### config.mk
export PLATFORM = sky130hd
export DESIGN_NAME = gtg_cordic
export DESIGN_NICKNAME = d
export VERILOG_FILES = /design/src/rtl/gtg_pkg.sv /design/src/rtl/gtg_cordic.sv
export SDC_FILE = /design/constraint.sdc
export NUM_CORES = 2
export LEC_CHECK = 0
export ABC_CLOCK_PERIOD_IN_PS = 8200
export BUFFER_PORTS_ARGS = -buffer_cell sky130_fd_sc_hd__buf_4
export CORE_MARGIN = 2
export CORE_UTILIZATION = 30
export CTS_BUF_LIST = sky130_fd_sc_hd__clkbuf_2 sky130_fd_sc_hd__clkbuf_4 sky130_fd_sc_hd__clkbuf_8
export CTS_CLUSTER_SIZE = 28
export DETAILED_ROUTE_END_ITERATION = 16
export GPL_TIMING_DRIVEN = 0
export PLACE_DENSITY = 0.48
export SYNTH_ARGS = -nofsm -noshare
export SYNTH_HDL_FRONTEND = slang
export SYNTH_SLANG_ARGS = --single-unit
### constraint.sdc
create_clock -name clk -period 8.2 [get_ports clk]
set_clock_uncertainty 0.15 [all_clocks]
set_input_delay 0.82 -clock clk [delete_from_list [all_inputs] [get_ports clk]]
set_output_delay 0.82 -clock clk [all_outputs]
set_load 0.03 [all_outputs]
### src/rtl/gtg_pkg.sv
// ----------------------------------------------------------------------------
// gtg_pkg
// Shared types and constants for the go-to-goal velocity block.
// ----------------------------------------------------------------------------
package gtg_pkg;

    localparam int CordicSteps = 16;
    localparam int DiffW       = 17;   // goal minus position
    localparam int D2W         = 34;   // squared distance
    localparam int DistW       = 17;   // integer root of d2
    localparam int CordW       = 28;   // CORDIC x/y width (scaled by 256)
    localparam int AngW        = 21;   // angle in 2^-16 rad

    localparam logic [D2W-1:0]  NearD2    = D2W'(41943);
    localparam logic [AngW-1:0] TurnMin   = AngW'(13107);
    localparam logic [AngW-1:0] PiHalfQ16 = AngW'(102944);

    // Register indexes
    localparam logic [1:0] RegGoalX      = 2'd0;
    localparam logic [1:0] RegGoalY      = 2'd1;
    localparam logic [1:0] RegSpeedGain  = 2'd2;
    localparam logic [1:0] RegSpeedLimit = 2'd3;

    // Arctangent table, 2^-16 rad
    function automatic logic [AngW-1:0] atan_lut(input logic [3:0] idx);
        logic [AngW-1:0] v;
        unique case (idx)
            4'd0:    v = AngW'(51472);
            4'd1:    v = AngW'(30386);
            4'd2:    v = AngW'(16055);
            4'd3:    v = AngW'(8150);
            4'd4:    v = AngW'(4091);
            4'd5:    v = AngW'(2047);
            4'd6:    v = AngW'(1024);
            4'd7:    v = AngW'(512);
            4'd8:    v = AngW'(256);
            4'd9:    v = AngW'(128);
            4'd10:   v = AngW'(64);
            4'd11:   v = AngW'(32);
            4'd12:   v = AngW'(16);
            4'd13:   v = AngW'(8);
            4'd14:   v = AngW'(4);
            default: v = AngW'(2);
        endcase
        return v;
    endfunction

    // Side-band that travels with an item through the pipeline
    typedef struct packed {
        logic                    zero;
        logic signed [AngW-1:0]  head8;
        logic        [D2W-1:0]   d2;
    } gtg_side_t;

endpackage

### src/rtl/gtg_cordic.sv
// ----------------------------------------------------------------------------
// gtg_cordic
// Pipelined CORDIC vectoring atan2, one iteration per stage, plus quadrant
// pre-rotation stage. Advances on en.
// ----------------------------------------------------------------------------
module gtg_cordic
    import gtg_pkg::*;
(
    input  logic                      clk,
    input  logic                      en,
    input  logic signed [DiffW-1:0]   dx,
    input  logic signed [DiffW-1:0]   dy,
    output logic signed [AngW-1:0]    angle
);

    logic signed [CordW-1:0] x_reg [0:CordicSteps];
    logic signed [CordW-1:0] y_reg [0:CordicSteps];
    logic signed [AngW-1:0]  z_reg [0:CordicSteps];

    logic signed [CordW-1:0] xs, ys;

    // Quadrant pre-rotation
    always_comb
    begin
        xs = CordW'(dx) <<< 8;
        ys = CordW'(dy) <<< 8;
    end

    always_ff @(posedge clk)
    begin
        if (en)
        begin
            if (xs < 0)
            begin
                if (ys >= 0)
                begin
                    x_reg[0] <= ys;
                    y_reg[0] <= -xs;
                    z_reg[0] <= PiHalfQ16;
                end
                else
                begin
                    x_reg[0] <= -ys;
                    y_reg[0] <= xs;
                    z_reg[0] <= -PiHalfQ16;
                end
            end
            else
            begin
                x_reg[0] <= xs;
                y_reg[0] <= ys;
                z_reg[0] <= '0;
            end
        end
    end

    // Vectoring iterations
    for (genvar i = 0; i < CordicSteps; i++)
    begin : g_iter
        logic signed [CordW-1:0] xsh, ysh;
        assign xsh = x_reg[i] >>> i;
        assign ysh = y_reg[i] >>> i;
        always_ff @(posedge clk)
        begin
            if (en)
            begin
                if (y_reg[i] > 0)
                begin
                    x_reg[i+1] <= x_reg[i] + ysh;
                    y_reg[i+1] <= y_reg[i] - xsh;
                    z_reg[i+1] <= z_reg[i] + atan_lut(4'(i));
                end
                else
                begin
                    x_reg[i+1] <= x_reg[i] - ysh;
                    y_reg[i+1] <= y_reg[i] + xsh;
                    z_reg[i+1] <= z_reg[i] - atan_lut(4'(i));
                end
            end
        end
    end

    assign angle = z_reg[CordicSteps];

endmodule

# Yosys cells after proc, flatten, opt, wreduce, memory -nomap -nowiden
# Memory sizes are Yosys's and may differ from the RTL's.
# Cells that the tools add are included.
# word_totals
ff_bits	0
input_bits	36
output_inout_bits	21
ramBits	1309
n_memories	3
# memory_table
name	words	word_bits	read_ports	rd_clocked_by_memory_dff	wr	line_no	source
x_reg	17	28	16	0	17	gtg_cordic.sv:16	logic signed [CordW-1:0] x_reg [0:CordicSteps];
y_reg	17	28	16	0	17	gtg_cordic.sv:17	logic signed [CordW-1:0] y_reg [0:CordicSteps];
z_reg	17	21	17	0	17	gtg_cordic.sv:18	logic signed [AngW-1:0] z_reg [0:CordicSteps];
# op_classes
bitwise_logic	54
magnitude_cmp	18
n_addsub	97
n_mux	161
# op_table
op	n
2-to-1 mux 28 bit	36
> comparator 28 x 1 -> 1 bit (second input constant)	16
2-to-1 mux 21 bit	18
2-to-1 mux 1 bit	107
adder 28 x 13 -> 28 bit	2
adder 28 x 14 -> 28 bit	2
adder 28 x 15 -> 28 bit	2
adder 28 x 16 -> 28 bit	2
adder 28 x 17 -> 28 bit	2
adder 28 x 18 -> 28 bit	2
adder 28 x 19 -> 28 bit	2
adder 28 x 20 -> 28 bit	2
adder 28 x 21 -> 28 bit	2
adder 28 x 22 -> 28 bit	2
adder 28 x 23 -> 28 bit	2
adder 28 x 24 -> 28 bit	2
adder 28 x 25 -> 28 bit	2
adder 28 x 26 -> 28 bit	2
adder 28 x 27 -> 28 bit	2
negation 25 -> 28 bit	2
subtractor 28 x 13 -> 28 bit	2
subtractor 28 x 14 -> 28 bit	2
subtractor 28 x 15 -> 28 bit	2
subtractor 28 x 16 -> 28 bit	2
46 further kinds	113

# Longest topological paths before layout
# logic_depth
word_depth	7
ltp_mapped	25

# Least setup slack after synthesis
# No wires, ideal clock.
# synth_timing
kind	register -> register
startpoint	memory y_reg[7][12]
endpoint	memory x_reg[8][26], data pin
required_ns	7.785
path_slack_ns	2.027
arrival_time_ns	5.758
path_stages_with_launch	23
path_buffers	1
setup_time_ns	0.265
path_cell_list	edfxtp_1 -> or4_1 -> or4_1 -> nor4_1 -> nand2_1 -> nor2_1 -> o21ai_0 -> clkinv_1 -> buf_1 -> nor2_1 -> xnor2_1 -> ha_1 -> a21o_1 -> a21oi_1 -> o21bai_1 -> a2111oi_0 -> nor3_1 -> o2111a_1 -> nor2_1 -> nor3_1 -> o32ai_1 -> o21ai_0 -> xor2_1
# synth_lines
element	line_no
from (decl)	gtg_cordic.sv:17
to (decl)	gtg_cordic.sv:16

==> impl_metrics.py <==
metrics = {
    "run_status": {
        "status": "completed",
    },
    "timing": {
        "slew_headroom_pct": 2.514,
        "slew_violations": 0,
        "fin_crit_sh_pct": 94.57,
        "rsz0062_at_grt": "no",
        "hold_viol_final": 0,
        "post-route-min-period_ns": 7.754,
        "setup_viol": 0,
        "tightest_slew_ns": 1.462,
        "fmax_mhz": 129.0,
    },
    "worst_setup_path": {
        "crit_type": "reg -> reg",
        "worst-path-buf-inv": 3,
        "crit_slowest_cell": "or4b_2",
        "crit_chain": "or4_1 > or3_1 > or4_1 > nor3b_2 > nand2_1 > nor3_1 > o21ai_2 > inv_1 > buf_2 > buf_4 > nor2_1 > xor2_1 > ha_1 > a21o_1 > a21oi_1 > o21ai_0 > or4b_2 > a211oi_1 > o41ai_1 > a211oi_1 > nor2_1 > o21bai_1 > a21oi_1 > xnor2_1",
        "crit_start": "y_reg[5][7]",
        "critPathTopFamily": "simple AND/OR/NAND/NOR gates",
        "rr_startpoint": "y_reg[5][7]",
        "cpPeakStageDelay_ns": 0.66,
        "endpoint_kind": "register",
        "worstPathArrival_ns": 8.32,
        "start_kind": "register",
        "crit_required_ns": 8.76,
        "crit_fanout": 19,
    },
    "yosys": {
        "synth_top_area_cell": "edfxtp_1",
        "async_reset_ff_share_pct": 0,
        "ys.flop_type": "edfxtp_1",
        "synth_warnings": 0,
        "synthXorXnorAreaFrac_pct": 13.26,
        "synth_top_family_by_area": "compound AO/OA/AOI/OAI gates",
        "syn_nets": 10310,
        "yosys.area_share.simple_pct": 13.08,
        "yosys.area.top_type_share_pct": 37.01,
        "synth.most_common_cell": "edfxtp_1",
        "synth_area_sq_um": 89740,
        "syn_area_per_cell_sq_um": 9.729,
        "yosys-top-cells-count": "edfxtp_1 (1106), ha_1 (1010), xnor2_1 (912), a21oi_1 (813), nor2_1 (781)",
        "synth_cell_types": 90,
        "synth_cells": 9224,
        "synth-compound-area-share_pct": 18.43,
        "synthTopCellsByArea": "edfxtp_1 (37%), ha_1 (14%), xnor2_1 (8.9%), a21oi_1 (4.5%), xor2_1 (4.4%)",
        "synthMuxAreaShare_pct": 0.7389,
        "synth-adder-area-share_pct": 14.93,
        "synth_edf_count": 1106,
        "ys_seq_elements": 1106,
        "yosysSeqAreaShare_pct": 37.01,
    },
    "routing": {
        "first_pass_iters": 5,
        "ant_nets": 0,
        "vias_per_cell": 5.176,
        "wl_um": 257600,
        "dr_total_vias": 70480,
        "drt_iter0_markers": 5233,
        "wl_per_cell_um": 18.92,
        "drc_errors": 0,
    },
    "clock_tree": {
        "cts.reportedPaths.clkPinSlew_ns": 0.06,
        "post_cts_buffers": 0,
        "clock-sinks": 1106,
        "cts_root_buffer": "clkbuf_8",
        "htree_num_levels": 4,
        "numCtsBuffers": 206,
        "cts_tree": "built",
        "worst_skew_pair.late_latency_ns": 1.01,
        "cts.path.max_buffers": 4,
    },
    "die": {
        "initial_core_util_pct": 30.19,
        "num_io_pins": 57,
        "die_w_um": 550.9,
        "die_area_sq_um": 303500,
        "rows": 200,
        "core-area_sq_um": 297300,
        "die_y_um": 550.9,
    },
    "min_path": {
        "hold_class": "in -> reg",
        "min-delay-start": "dx[6]",
    },
    "finish": {
        "fin_area_sq_um": 100100,
        "fillerInstances": 30480,
        "synthToLayoutAreaGrowth_pct": 11.51,
        "nets": 10600,
        "largest_reg_flops": 415,
        "drive_gt1_share_pct": 5.697,
    },
    "grt": {
        "grt_max_degree": 72,
        "antenna_found_initial": 9,
        "grt_remaining_overflow": 0,
        "grt_pass1_wl_um": 396900,
        "grtUsageTotal_pct": 16.55,
        "grt_pass1_vias": 68010,
    },
    "place": {
        "gp_congestion": 0.8688,
        "place_area_sq_um": 95600,
        "dpl.hpwl_um": 206200,
        "numPortBuffers": 54,
    },
    "run": {
        "drv_cap": 0,
    },
}
[final cells by class]
class,instances,area [sq um],area share [%]
Sequential cell,1106,33210,33.19
Buffer,166,734.5,0.7339
Inverter,439,1648,1.647
Multi-Input combinational cell,7512,54310,54.27
Antenna cell,6,15.01,0.01500
Clock inverter,117,1111,1.110
Tap cell,3939,4928,4.925
Timing Repair Buffer,86,983.4,0.9827
Clock buffer,245,3128,3.126
[metal layers]
metal	up-vias	GRT usage [%]	wire length [um]
met1	33750	22.89	120500
met2	1669	26.39	115300
li1	34730	-	-
met4	2	5.735	8640
met5	-	0	11
met3	329	2.231	13170
[through the flow]
step                      cells  setup slack, ns  setup TNS [ns]  utilization, %  hold slack (ns)
after global placement    13220           -5.649        -3013.31           31.98           0.2554
final                     13620           0.4455               0           33.66           0.1006
after detailed placement  13240           -1.232          -39.58           32.16           0.2563
after global routing      13610          0.07897               0           33.66          0.05329
after floorplan            9224            2.027               0               -           0.2503
after CTS                 13610          0.03268               0           33.64         0.002702
[path summary, 6_finish.rpt]
path	cells after the start	endpoint	slack (ns)
worst max-delay path	24	y_reg[6][24]	0.45
worst min-delay path	3	x_reg[0][14]	0.10
worst max register to register	24	y_reg[6][24]	0.45
worst min register to register	0	z_reg[7][5]	0.26
[what timing repair did]
action                                 CTS  global route
setup endpoints to repair               12            31
pin swaps                                0             0
gates resized for setup                  5            25
endpoints found under the hold margin   14             0
hold buffers                            14             0
[kinds of logic after synthesis]
logic type / after synthesis
XOR/XNOR: 1359
AO/OA/AOI/OAI: 2595
adder cells (fa/ha/maj): 1048
AND/OR/NAND/NOR: 2446
multiplexers: 63
flip-flops: 1106
other: 1
buffers and inverters: 606
[cells in the final DEF, fill, tap and decap left out, types with 83 or more instances in the layout]
| cell | synthesis | routed |
|---|---|---|
| or3_1 | 91 | 91 |
| nand3_1 | 182 | 182 |
| xnor2_1 | 912 | 912 |
| o21bai_1 | 118 | 118 |
| nand2b_1 | 143 | 143 |
| clkbuf_8 | 0 | 206 |
| nor2_1 | 781 | 781 |
| edfxtp_1 | 1106 | 1106 |
| nor3_1 | 265 | 264 |
| o41ai_1 | 86 | 83 |
| a21oi_1 | 813 | 812 |
| o21ai_0 | 534 | 532 |
| o31ai_1 | 117 | 116 |
| clkbuf_1 | 145 | 112 |
| inv_1 | 431 | 431 |
| nor2b_1 | 113 | 113 |
| ha_1 | 1010 | 1010 |
| nand2_1 | 502 | 502 |
| a21o_1 | 338 | 338 |
| o21a_1 | 134 | 134 |
| xor2_1 | 447 | 447 |
[worst reg2reg max path: cells and delay by family (launching register included)]
family	cells	cell delay, ns
AOI/OAI and AO/OA	9	2.09
xor gates and xnor gates	2	0.32
adders and majority gates	1	0.35
buffers and inverters	3	0.80
DFF	1	0.50
and+or+nand+nor	9	3.33
Power is not shown: default switching activity piles up to over one toggle a cycle in this logic, so the estimate is an artifact.
