`src/rtl/gtg_pkg.sv`:
```
// ----------------------------------------------------------------------------
// gtg_pkg
// Shared types and constants for the go-to-goal velocity block.
// ----------------------------------------------------------------------------
package gtg_pkg;

    localparam int CordicSteps = 16;
    localparam int DiffW       = 17;   // goal minus position
    localparam int D2W         = 34;   // squared distance
    localparam int DistW       = 17;   // integer root of d2
    localparam int CordW       = 28;   // CORDIC x/y width (scaled by 256)
    localparam int AngW        = 21;   // angle in 2^-16 rad

    localparam logic [D2W-1:0]  NearD2    = D2W'(41943);
    localparam logic [AngW-1:0] TurnMin   = AngW'(13107);
    localparam logic [AngW-1:0] PiHalfQ16 = AngW'(102944);

    // Register indexes
    localparam logic [1:0] RegGoalX      = 2'd0;
    localparam logic [1:0] RegGoalY      = 2'd1;
    localparam logic [1:0] RegSpeedGain  = 2'd2;
    localparam logic [1:0] RegSpeedLimit = 2'd3;

    // Arctangent table, 2^-16 rad
    function automatic logic [AngW-1:0] atan_lut(input logic [3:0] idx);
        logic [AngW-1:0] v;
        unique case (idx)
            4'd0:    v = AngW'(51472);
            4'd1:    v = AngW'(30386);
            4'd2:    v = AngW'(16055);
            4'd3:    v = AngW'(8150);
            4'd4:    v = AngW'(4091);
            4'd5:    v = AngW'(2047);
            4'd6:    v = AngW'(1024);
            4'd7:    v = AngW'(512);
            4'd8:    v = AngW'(256);
            4'd9:    v = AngW'(128);
            4'd10:   v = AngW'(64);
            4'd11:   v = AngW'(32);
            4'd12:   v = AngW'(16);
            4'd13:   v = AngW'(8);
            4'd14:   v = AngW'(4);
            default: v = AngW'(2);
        endcase
        return v;
    endfunction

    // Side-band that travels with an item through the pipeline
    typedef struct packed {
        logic                    zero;
        logic signed [AngW-1:0]  head8;
        logic        [D2W-1:0]   d2;
    } gtg_side_t;

endpackage

```
`src/rtl/gtg_isqrt.sv`:
```
// ----------------------------------------------------------------------------
// gtg_isqrt
// Pipelined restoring integer square root, one result bit per stage.
// Advances on en.
// ----------------------------------------------------------------------------
module gtg_isqrt
    import gtg_pkg::*;
(
    input  logic                 clk,
    input  logic                 en,
    input  logic [D2W-1:0]       d2,
    output logic [DistW-1:0]     root
);

    localparam int RemW = DistW + 2;

    logic [D2W-1:0]   n_reg [0:DistW];
    logic [RemW-1:0]  r_reg [0:DistW];
    logic [DistW-1:0] q_reg [0:DistW];

    always_comb
    begin
        n_reg[0] = d2;
        r_reg[0] = '0;
        q_reg[0] = '0;
    end

    // One bit per stage: bring down two bits, try 4q+1
    for (genvar i = 0; i < DistW; i++)
    begin : g_bit
        logic [RemW-1:0] rem_w, trial;
        assign rem_w = {r_reg[i][RemW-3:0], n_reg[i][D2W-1:D2W-2]};
        assign trial = {q_reg[i][RemW-3:0], 2'b01};
        always_ff @(posedge clk)
        begin
            if (en)
            begin
                n_reg[i+1] <= n_reg[i] << 2;
                if (rem_w >= trial)
                begin
                    r_reg[i+1] <= rem_w - trial;
                    q_reg[i+1] <= {q_reg[i][DistW-2:0], 1'b1};
                end
                else
                begin
                    r_reg[i+1] <= rem_w;
                    q_reg[i+1] <= {q_reg[i][DistW-2:0], 1'b0};
                end
            end
        end
    end

    assign root = q_reg[DistW];

endmodule

```
`config.mk`:
```
export PLATFORM = sky130hd
export DESIGN_NAME = gtg_isqrt
export DESIGN_NICKNAME = d
export VERILOG_FILES = /design/src/rtl/gtg_pkg.sv /design/src/rtl/gtg_isqrt.sv
export SDC_FILE = /design/constraint.sdc
export NUM_CORES = 1
export LEC_CHECK = 0
export BUFFER_PORTS_ARGS = -buffer_cell sky130_fd_sc_hd__buf_2
export CORE_MARGIN = 2
export CORE_UTILIZATION = 28
export CTS_CLUSTER_DIAMETER = 30
export CTS_CLUSTER_SIZE = 30
export DETAILED_ROUTE_END_ITERATION = 7
export GPL_TIMING_DRIVEN = 0
export PLACE_DENSITY_LB_ADDON = 0.12
export SLEW_MARGIN = 15
export SYNTH_ARGS = -nofsm -noshare
export SYNTH_HDL_FRONTEND = slang
export SYNTH_SLANG_ARGS = --single-unit
export TNS_END_PERCENT = 100
```
`constraint.sdc`:
```
create_clock -name clk -period 3.1 [get_ports clk]
set_input_delay 0.62 -clock clk [delete_from_list [all_inputs] [get_ports clk]]
set_output_delay 0.62 -clock clk [all_outputs]
set_load 0.01 [all_outputs]
```
[After elaboration in Yosys (flattened, before gate mapping)]
Cells that the tools add are included.
W data, S select, Z words.
Word-level totals
  register bits: 683
  input port bits: 36
  logic and storage cells: 116
Operators by class
  add/subtract/negate cells: 16
  magnitude comparators: 17
  mux-type cells: 33
Operators with widths (count)
  $mux W17: 15
  $ge A19 B10 Y1: 1
  $ge A19 B11 Y1: 1
  $ge A19 B12 Y1: 1
  $ge A19 B13 Y1: 1
  $ge A19 B14 Y1: 1
  $ge A19 B15 Y1: 1
  $ge A19 B16 Y1: 1
  $ge A19 B17 Y1: 1
  $ge A19 B18 Y1: 1
  $ge A19 B3 Y1: 1
  $ge A19 B4 Y1: 1
  $ge A19 B5 Y1: 1
  $ge A19 B6 Y1: 1
  $ge A19 B7 Y1: 1
  $ge A19 B8 Y1: 1
  $ge A19 B9 Y1: 1
  $mux W1: 17
  $sub A17 B10 Y17: 1
  $sub A17 B11 Y17: 1
  $sub A17 B12 Y17: 1
  $sub A17 B13 Y17: 1
  $sub A17 B14 Y17: 1
  $sub A17 B15 Y17: 1
  12 further kinds: 12

[Logic depth before layout (Yosys ltp)]
  word-level depth: 2
  depth in mapped cells: 12
  mapped depth without buffers: 9

[Worst setup path after synthesis]
OpenSTA, ideal clock, no wires.
  path kind: register -> register
  start point: register r_reg (netlist bit g_bit[10].rem_w[2])
  end point: register r_reg (netlist bit g_bit[11].rem_w[17]) (data pin)
  setup time: 0.260 ns
  arrival time: 2.483 ns
  required time: 2.840 ns
  path slack: 0.358 ns
  cell stages (with the launch flop): 9
  path buffers: 0
  clock period less this slack: 2.742 ns
  path through: edfxtp_1 > ha_1 > o21a_1 > o211ai_1 > a21oi_1 > o32a_1 > a31o_2 > a2111oi_4 > mux2_2
On the way
  word-level cells in the longest chain between the ends: 2
RTL lines
  start: declaration: RTL line gtg_isqrt.sv:18  | logic [RemW-1:0] r_reg [0:DistW];
  start signal: indexed assignment: RTL line gtg_isqrt.sv:41  | r_reg[i+1] <= rem_w - trial;
  start signal: indexed assignment: RTL line gtg_isqrt.sv:46  | r_reg[i+1] <= rem_w;
  $sub A17 B12 Y17 / $ge A19 B12 Y1 (equally long branches): RTL line gtg_isqrt.sv:41, gtg_isqrt.sv:39
  $mux W17 (*): RTL line gtg_isqrt.sv:39  | if (rem_w >= trial)
Mark *: on every way between the ends. The rest lies on a longest branch, timed or not.
A chain may end at the register's enable or synchronous reset.

[Worst setup path after layout]
Ends and elaborated chain as after synthesis.

==> reports/qor_table.md <==
| Metric | This run | Unit |
| --- | --- | --- |
| VDD IR-drop max | 0.000421 | V |
| Reg-to-reg startpoint | g_bit[10].rem_w[2]$_DFFE_PP_ | - |
| H-tree Lvls | 4 | - |
| Number of hold violations in the final report | 0 | - |
| Top cell type's share of synthesized area | 65.2 | % |
| Share of flip-flops with an asynchronous set or reset | 0 | % |
| Layout cell share with drive strength beyond 1 | 15.3 | % |
| Total area of multi-input combinational cells | 9920 | um2 |
| Final critical delay including setup and external delays | 3.00 | ns |
| Number of DRC markers after the initial detailed-route iteration | 1370 | - |
| Synth top area cells | sky130_fd_sc_hd__edfxtp_1 (65%), sky130_fd_sc_hd__ha_1 (6.8%), sky130_fd_sc_hd__xnor2_1 (2.6%) | - |
| Number of max-capacitance violations reported | 0 | - |
| Final setup fails | 0 | - |
| Critical path's top delay family | compound AO/OA/AOI/OAI gates | - |
| Syn-to-layout area delta | 26.9 | % |
| Clock transition at path regs | 0.04 | ns |
| Total power consumption of the routed design | 33.4 | mW |
| Floorplan die area | 113000 | um2 |
| Number of buffers and inverters on the critical path | 0 | - |
| Mapped Area | 31000 | um2 |
| TritonCTS buffer count | 172 | - |
| Routed wire length per instance | 15.1 | um |
| Hold Startpoint | d2[15] | - |
| Largest fanout on the critical path | 4 | - |
| Run status | finished clean | - |
| Largest register FFs | 279 | - |
| Clock tree skew after final layout | 0.0240 | ns |
| Syn Area/Cell | 13.3 | um2 |
| Max_slew headroom | 47.9 | % |
| HP Class | input pin to flip-flop | - |
| Post-detailed-routing wire length | 63.3 | mm |
| Sinks on Clock Net | 672 | - |
| Number of max-slew violations in the final report | 0 | - |
| Proportion of synthesized chip area in sequential cells | 65.2 | % |
| Yosys warning total | 0 | - |
| Clock tree from TritonCTS | done | - |
| Final worst path period share | 96.6 | % |
| Critical path data required time | 3.55 | ns |
| I/O pin total | 53 | - |
| Maximum clock insertion buffer count | 3 | - |
| Wire length of the first global-routing pass | 101 | mm |
| DR vias | 18.8k | - |
| Post-detailed-route DRC marker count | 0 | - |
| Global Route Usage Sum | 11.3 | % |
| Overall die height | 337 | um |
| Sum of overflow across all layers after global routing | 0 | - |
| Transition time at the pin with the least slew margin | 0.775 | ns |
| Placed Cells | 3865 | - |
| CP endpoint kind | flip-flop | - |
| Max Freq | 334 | MHz |
| Post-Synthesis Cells | 2330 | - |
| Count of placed standard cells in the final layout, fillers left out | 4191 | - |
| Starting density of the core | 28.3 | % |
| Arr. time, crit path | 3.44 | ns |
| Most area-hungry cell type in the Yosys netlist | sky130_fd_sc_hd__edfxtp_1 | - |
| Post-placement worst setup slack | -0.504 | ns |
| Initial antenna violation count | 1 | - |
| Capture instance of the worst register-to-register path | g_bit[11].rem_w[17]$_DFFE_PP_ | - |
| Clock insertion delay at the later pin of the skew report | 0.73 | ns |
| Post-DRT Antenna Nets | 0 | - |
| Kind of critical path | flip-flop to flip-flop | - |
| P_leak | 15.1 | nW |
| Placeable Area | 109000 | um2 |
| Post-synth top flop | sky130_fd_sc_hd__edfxtp_1 | - |
| Placer congestion estimate | 0.830 | - |
| IO Port Bufs | 52 | - |
| Die Width | 337 | um |
| Slowest CP cell | sky130_fd_sc_hd__edfxtp_1 | - |
| Number of nets in the finished design | 2782 | - |
| Commonest non-fill, non-tap cell in the layout | sky130_fd_sc_hd__edfxtp_1 | - |
| FP Rows | 121 | - |
| Nature of the critical path startpoint | flip-flop | - |
| Per-cell via count in the routed design | 4.48 | - |
| Hpwl dp | 44.4 | mm |
| Power density over cell area | 851 | nW/um2 |
| Capturing element of the worst setup path | g_bit[11].rem_w[17]$_DFFE_PP_ | - |
| Filler cells | 10.6k | - |
| CTS Root Cell | sky130_fd_sc_hd__clkbuf_16 | - |
| First-pass DRT Iterations | 5 | - |
| Post-synthesis sequential element count | 672 | - |
| Number of cell instances on the worst register-to-register path | 8 | - |
| CP cell instances | ha_4 > o21a_1 > o211ai_1 > a21oi_2 > o32a_1 > a31o_2 > a2111oi_4 > mux2_2 | - |
| Sequential Area | 20200 | um2 |
| Vias in the first global route | 19.1k | - |
| Flop2flop setup slack | 0.10 | ns |
| Setup ws final | 0.104 | ns |
| Netlist cell types | 77 | - |
| Number of nets in the synthesized netlist | 2534 | - |
| Critical Path Stages | 8 | - |
| Commonest cells after routing, fill and taps aside | sky130_fd_sc_hd__edfxtp_1 (672), sky130_fd_sc_hd__inv_1 (210), sky130_fd_sc_hd__clkbuf_16 (175), sky130_fd_sc_hd__ha_1 (167), sky130_fd_sc_hd__nand2_1 (146) | - |
| Pin count of the biggest net entering global routing | 104 | - |
| Total inserted antenna cells | 0 | - |
| First element of the critical path | g_bit[10].rem_w[2]$_DFFE_PP_ | - |
| Number of flops mapped to enable cells by yosys | 672 | - |
| CP peak stage delay | 0.43 | ns |
-- Yosys cell counts, types with 31 or more instances --
cell type                  count
sky130_fd_sc_hd__nor4_1       31
sky130_fd_sc_hd__nor3_1       47
sky130_fd_sc_hd__ha_1        168
sky130_fd_sc_hd__xor2_1       75
sky130_fd_sc_hd__nor2_1      126
sky130_fd_sc_hd__a21oi_1     118
sky130_fd_sc_hd__o21ai_0     140
sky130_fd_sc_hd__xnor2_1      93
sky130_fd_sc_hd__nand3_1      45
sky130_fd_sc_hd__edfxtp_1    672
sky130_fd_sc_hd__o21a_1       46
sky130_fd_sc_hd__a21o_1       36
sky130_fd_sc_hd__inv_1       210
sky130_fd_sc_hd__nand2_1     146
-- through the flow --
step | util, % | instance area, um2 | setup TNS [ns] | hold WS, ns
6_report | 35.9 | 39300 | 0 | 0.0721
5_1_grt | 35.9 | 39300 | -0.00403 | 0.0183
4_1_cts | 35.8 | 39100 | 0 | 0.00360
3_5_place_dp | 30.4 | 33300 | -11.32 | 0.405
3_3_place_gp | 30.2 | 33100 | -6067.80 | 0.400
2_1_floorplan | - | 31000 | 0 | 0.400
-- worst min-delay path by stage --
stage | endpoint | cells after the start
after floorplan | g_bit[10].rem_w[0]$_DFFE_PP_ | 0
after global placement | n_reg[471]$_DFFE_PP_ | 0
after detailed placement | n_reg[302]$_DFFE_PP_ | 0
after CTS | n_reg[561]$_DFFE_PP_ | 1
after global routing | n_reg[575]$_DFFE_PP_ | 1
final | n_reg[561]$_DFFE_PP_ | 1
-- area by class of cell --
cell class / instances / area share (%)
Inverter: 210 / 2.01
Sequential cell: 672 / 51.4
Tap cell: 1476 / 4.70
Timing Repair Buffer: 77 / 1.57
Multi-Input combinational cell: 1411 / 25.3
Buffer: 34 / 0.452
Clock buffer: 196 / 11.3
Clock inverter: 115 / 3.29
-- kinds of logic after synthesis --
group	count (synthesis)	synth area share [%]
xor+xnor	168	4.75
simple gates	566	9.20
compound gates	469	9.60
mux	39	1.37
other cells	1	0.0121
flops	672	65.2
buf+inv	247	3.09
fa+ha+maj	168	6.79
-- what timing repair did --
item | CTS | global route
hold buffers | 8 | 0
pin swaps | 0 | 5
setup endpoints to repair | 66 | 97
resized for setup | 14 | 23
endpoints found under the hold margin | 8 | 0
setup buffers | 1 | 9
-- report_power, final --
part	total [mW]	switching [mW]	leakage (nW)	internal, mW
sequential	11.9	0.574	6.44	11.4
clock	17.3	5.24	2.77	12.1
combinational	4.16	2.40	5.92	1.76
-- worst reg2reg max path, delay by kind of cell, from the launching register on --
family,cells,cell delay (ns)
flops,1,0.43
mux,1,0.38
fa+ha+maj,1,0.28
compound gates,6,1.65
-- layer usage --
metal | part of all wire [%] | global-route usage (%) | vias up
met2 | 45 | 17.2 | 403
li1 | - | - | 9235
met3 | 5.1 | 3.14 | 132
met4 | 2.8 | 4.83 | 0
met5 | 0 | 0 | -
met1 | 47 | 15.1 | 9013
Note: power is estimated with default switching activity, not from simulation.
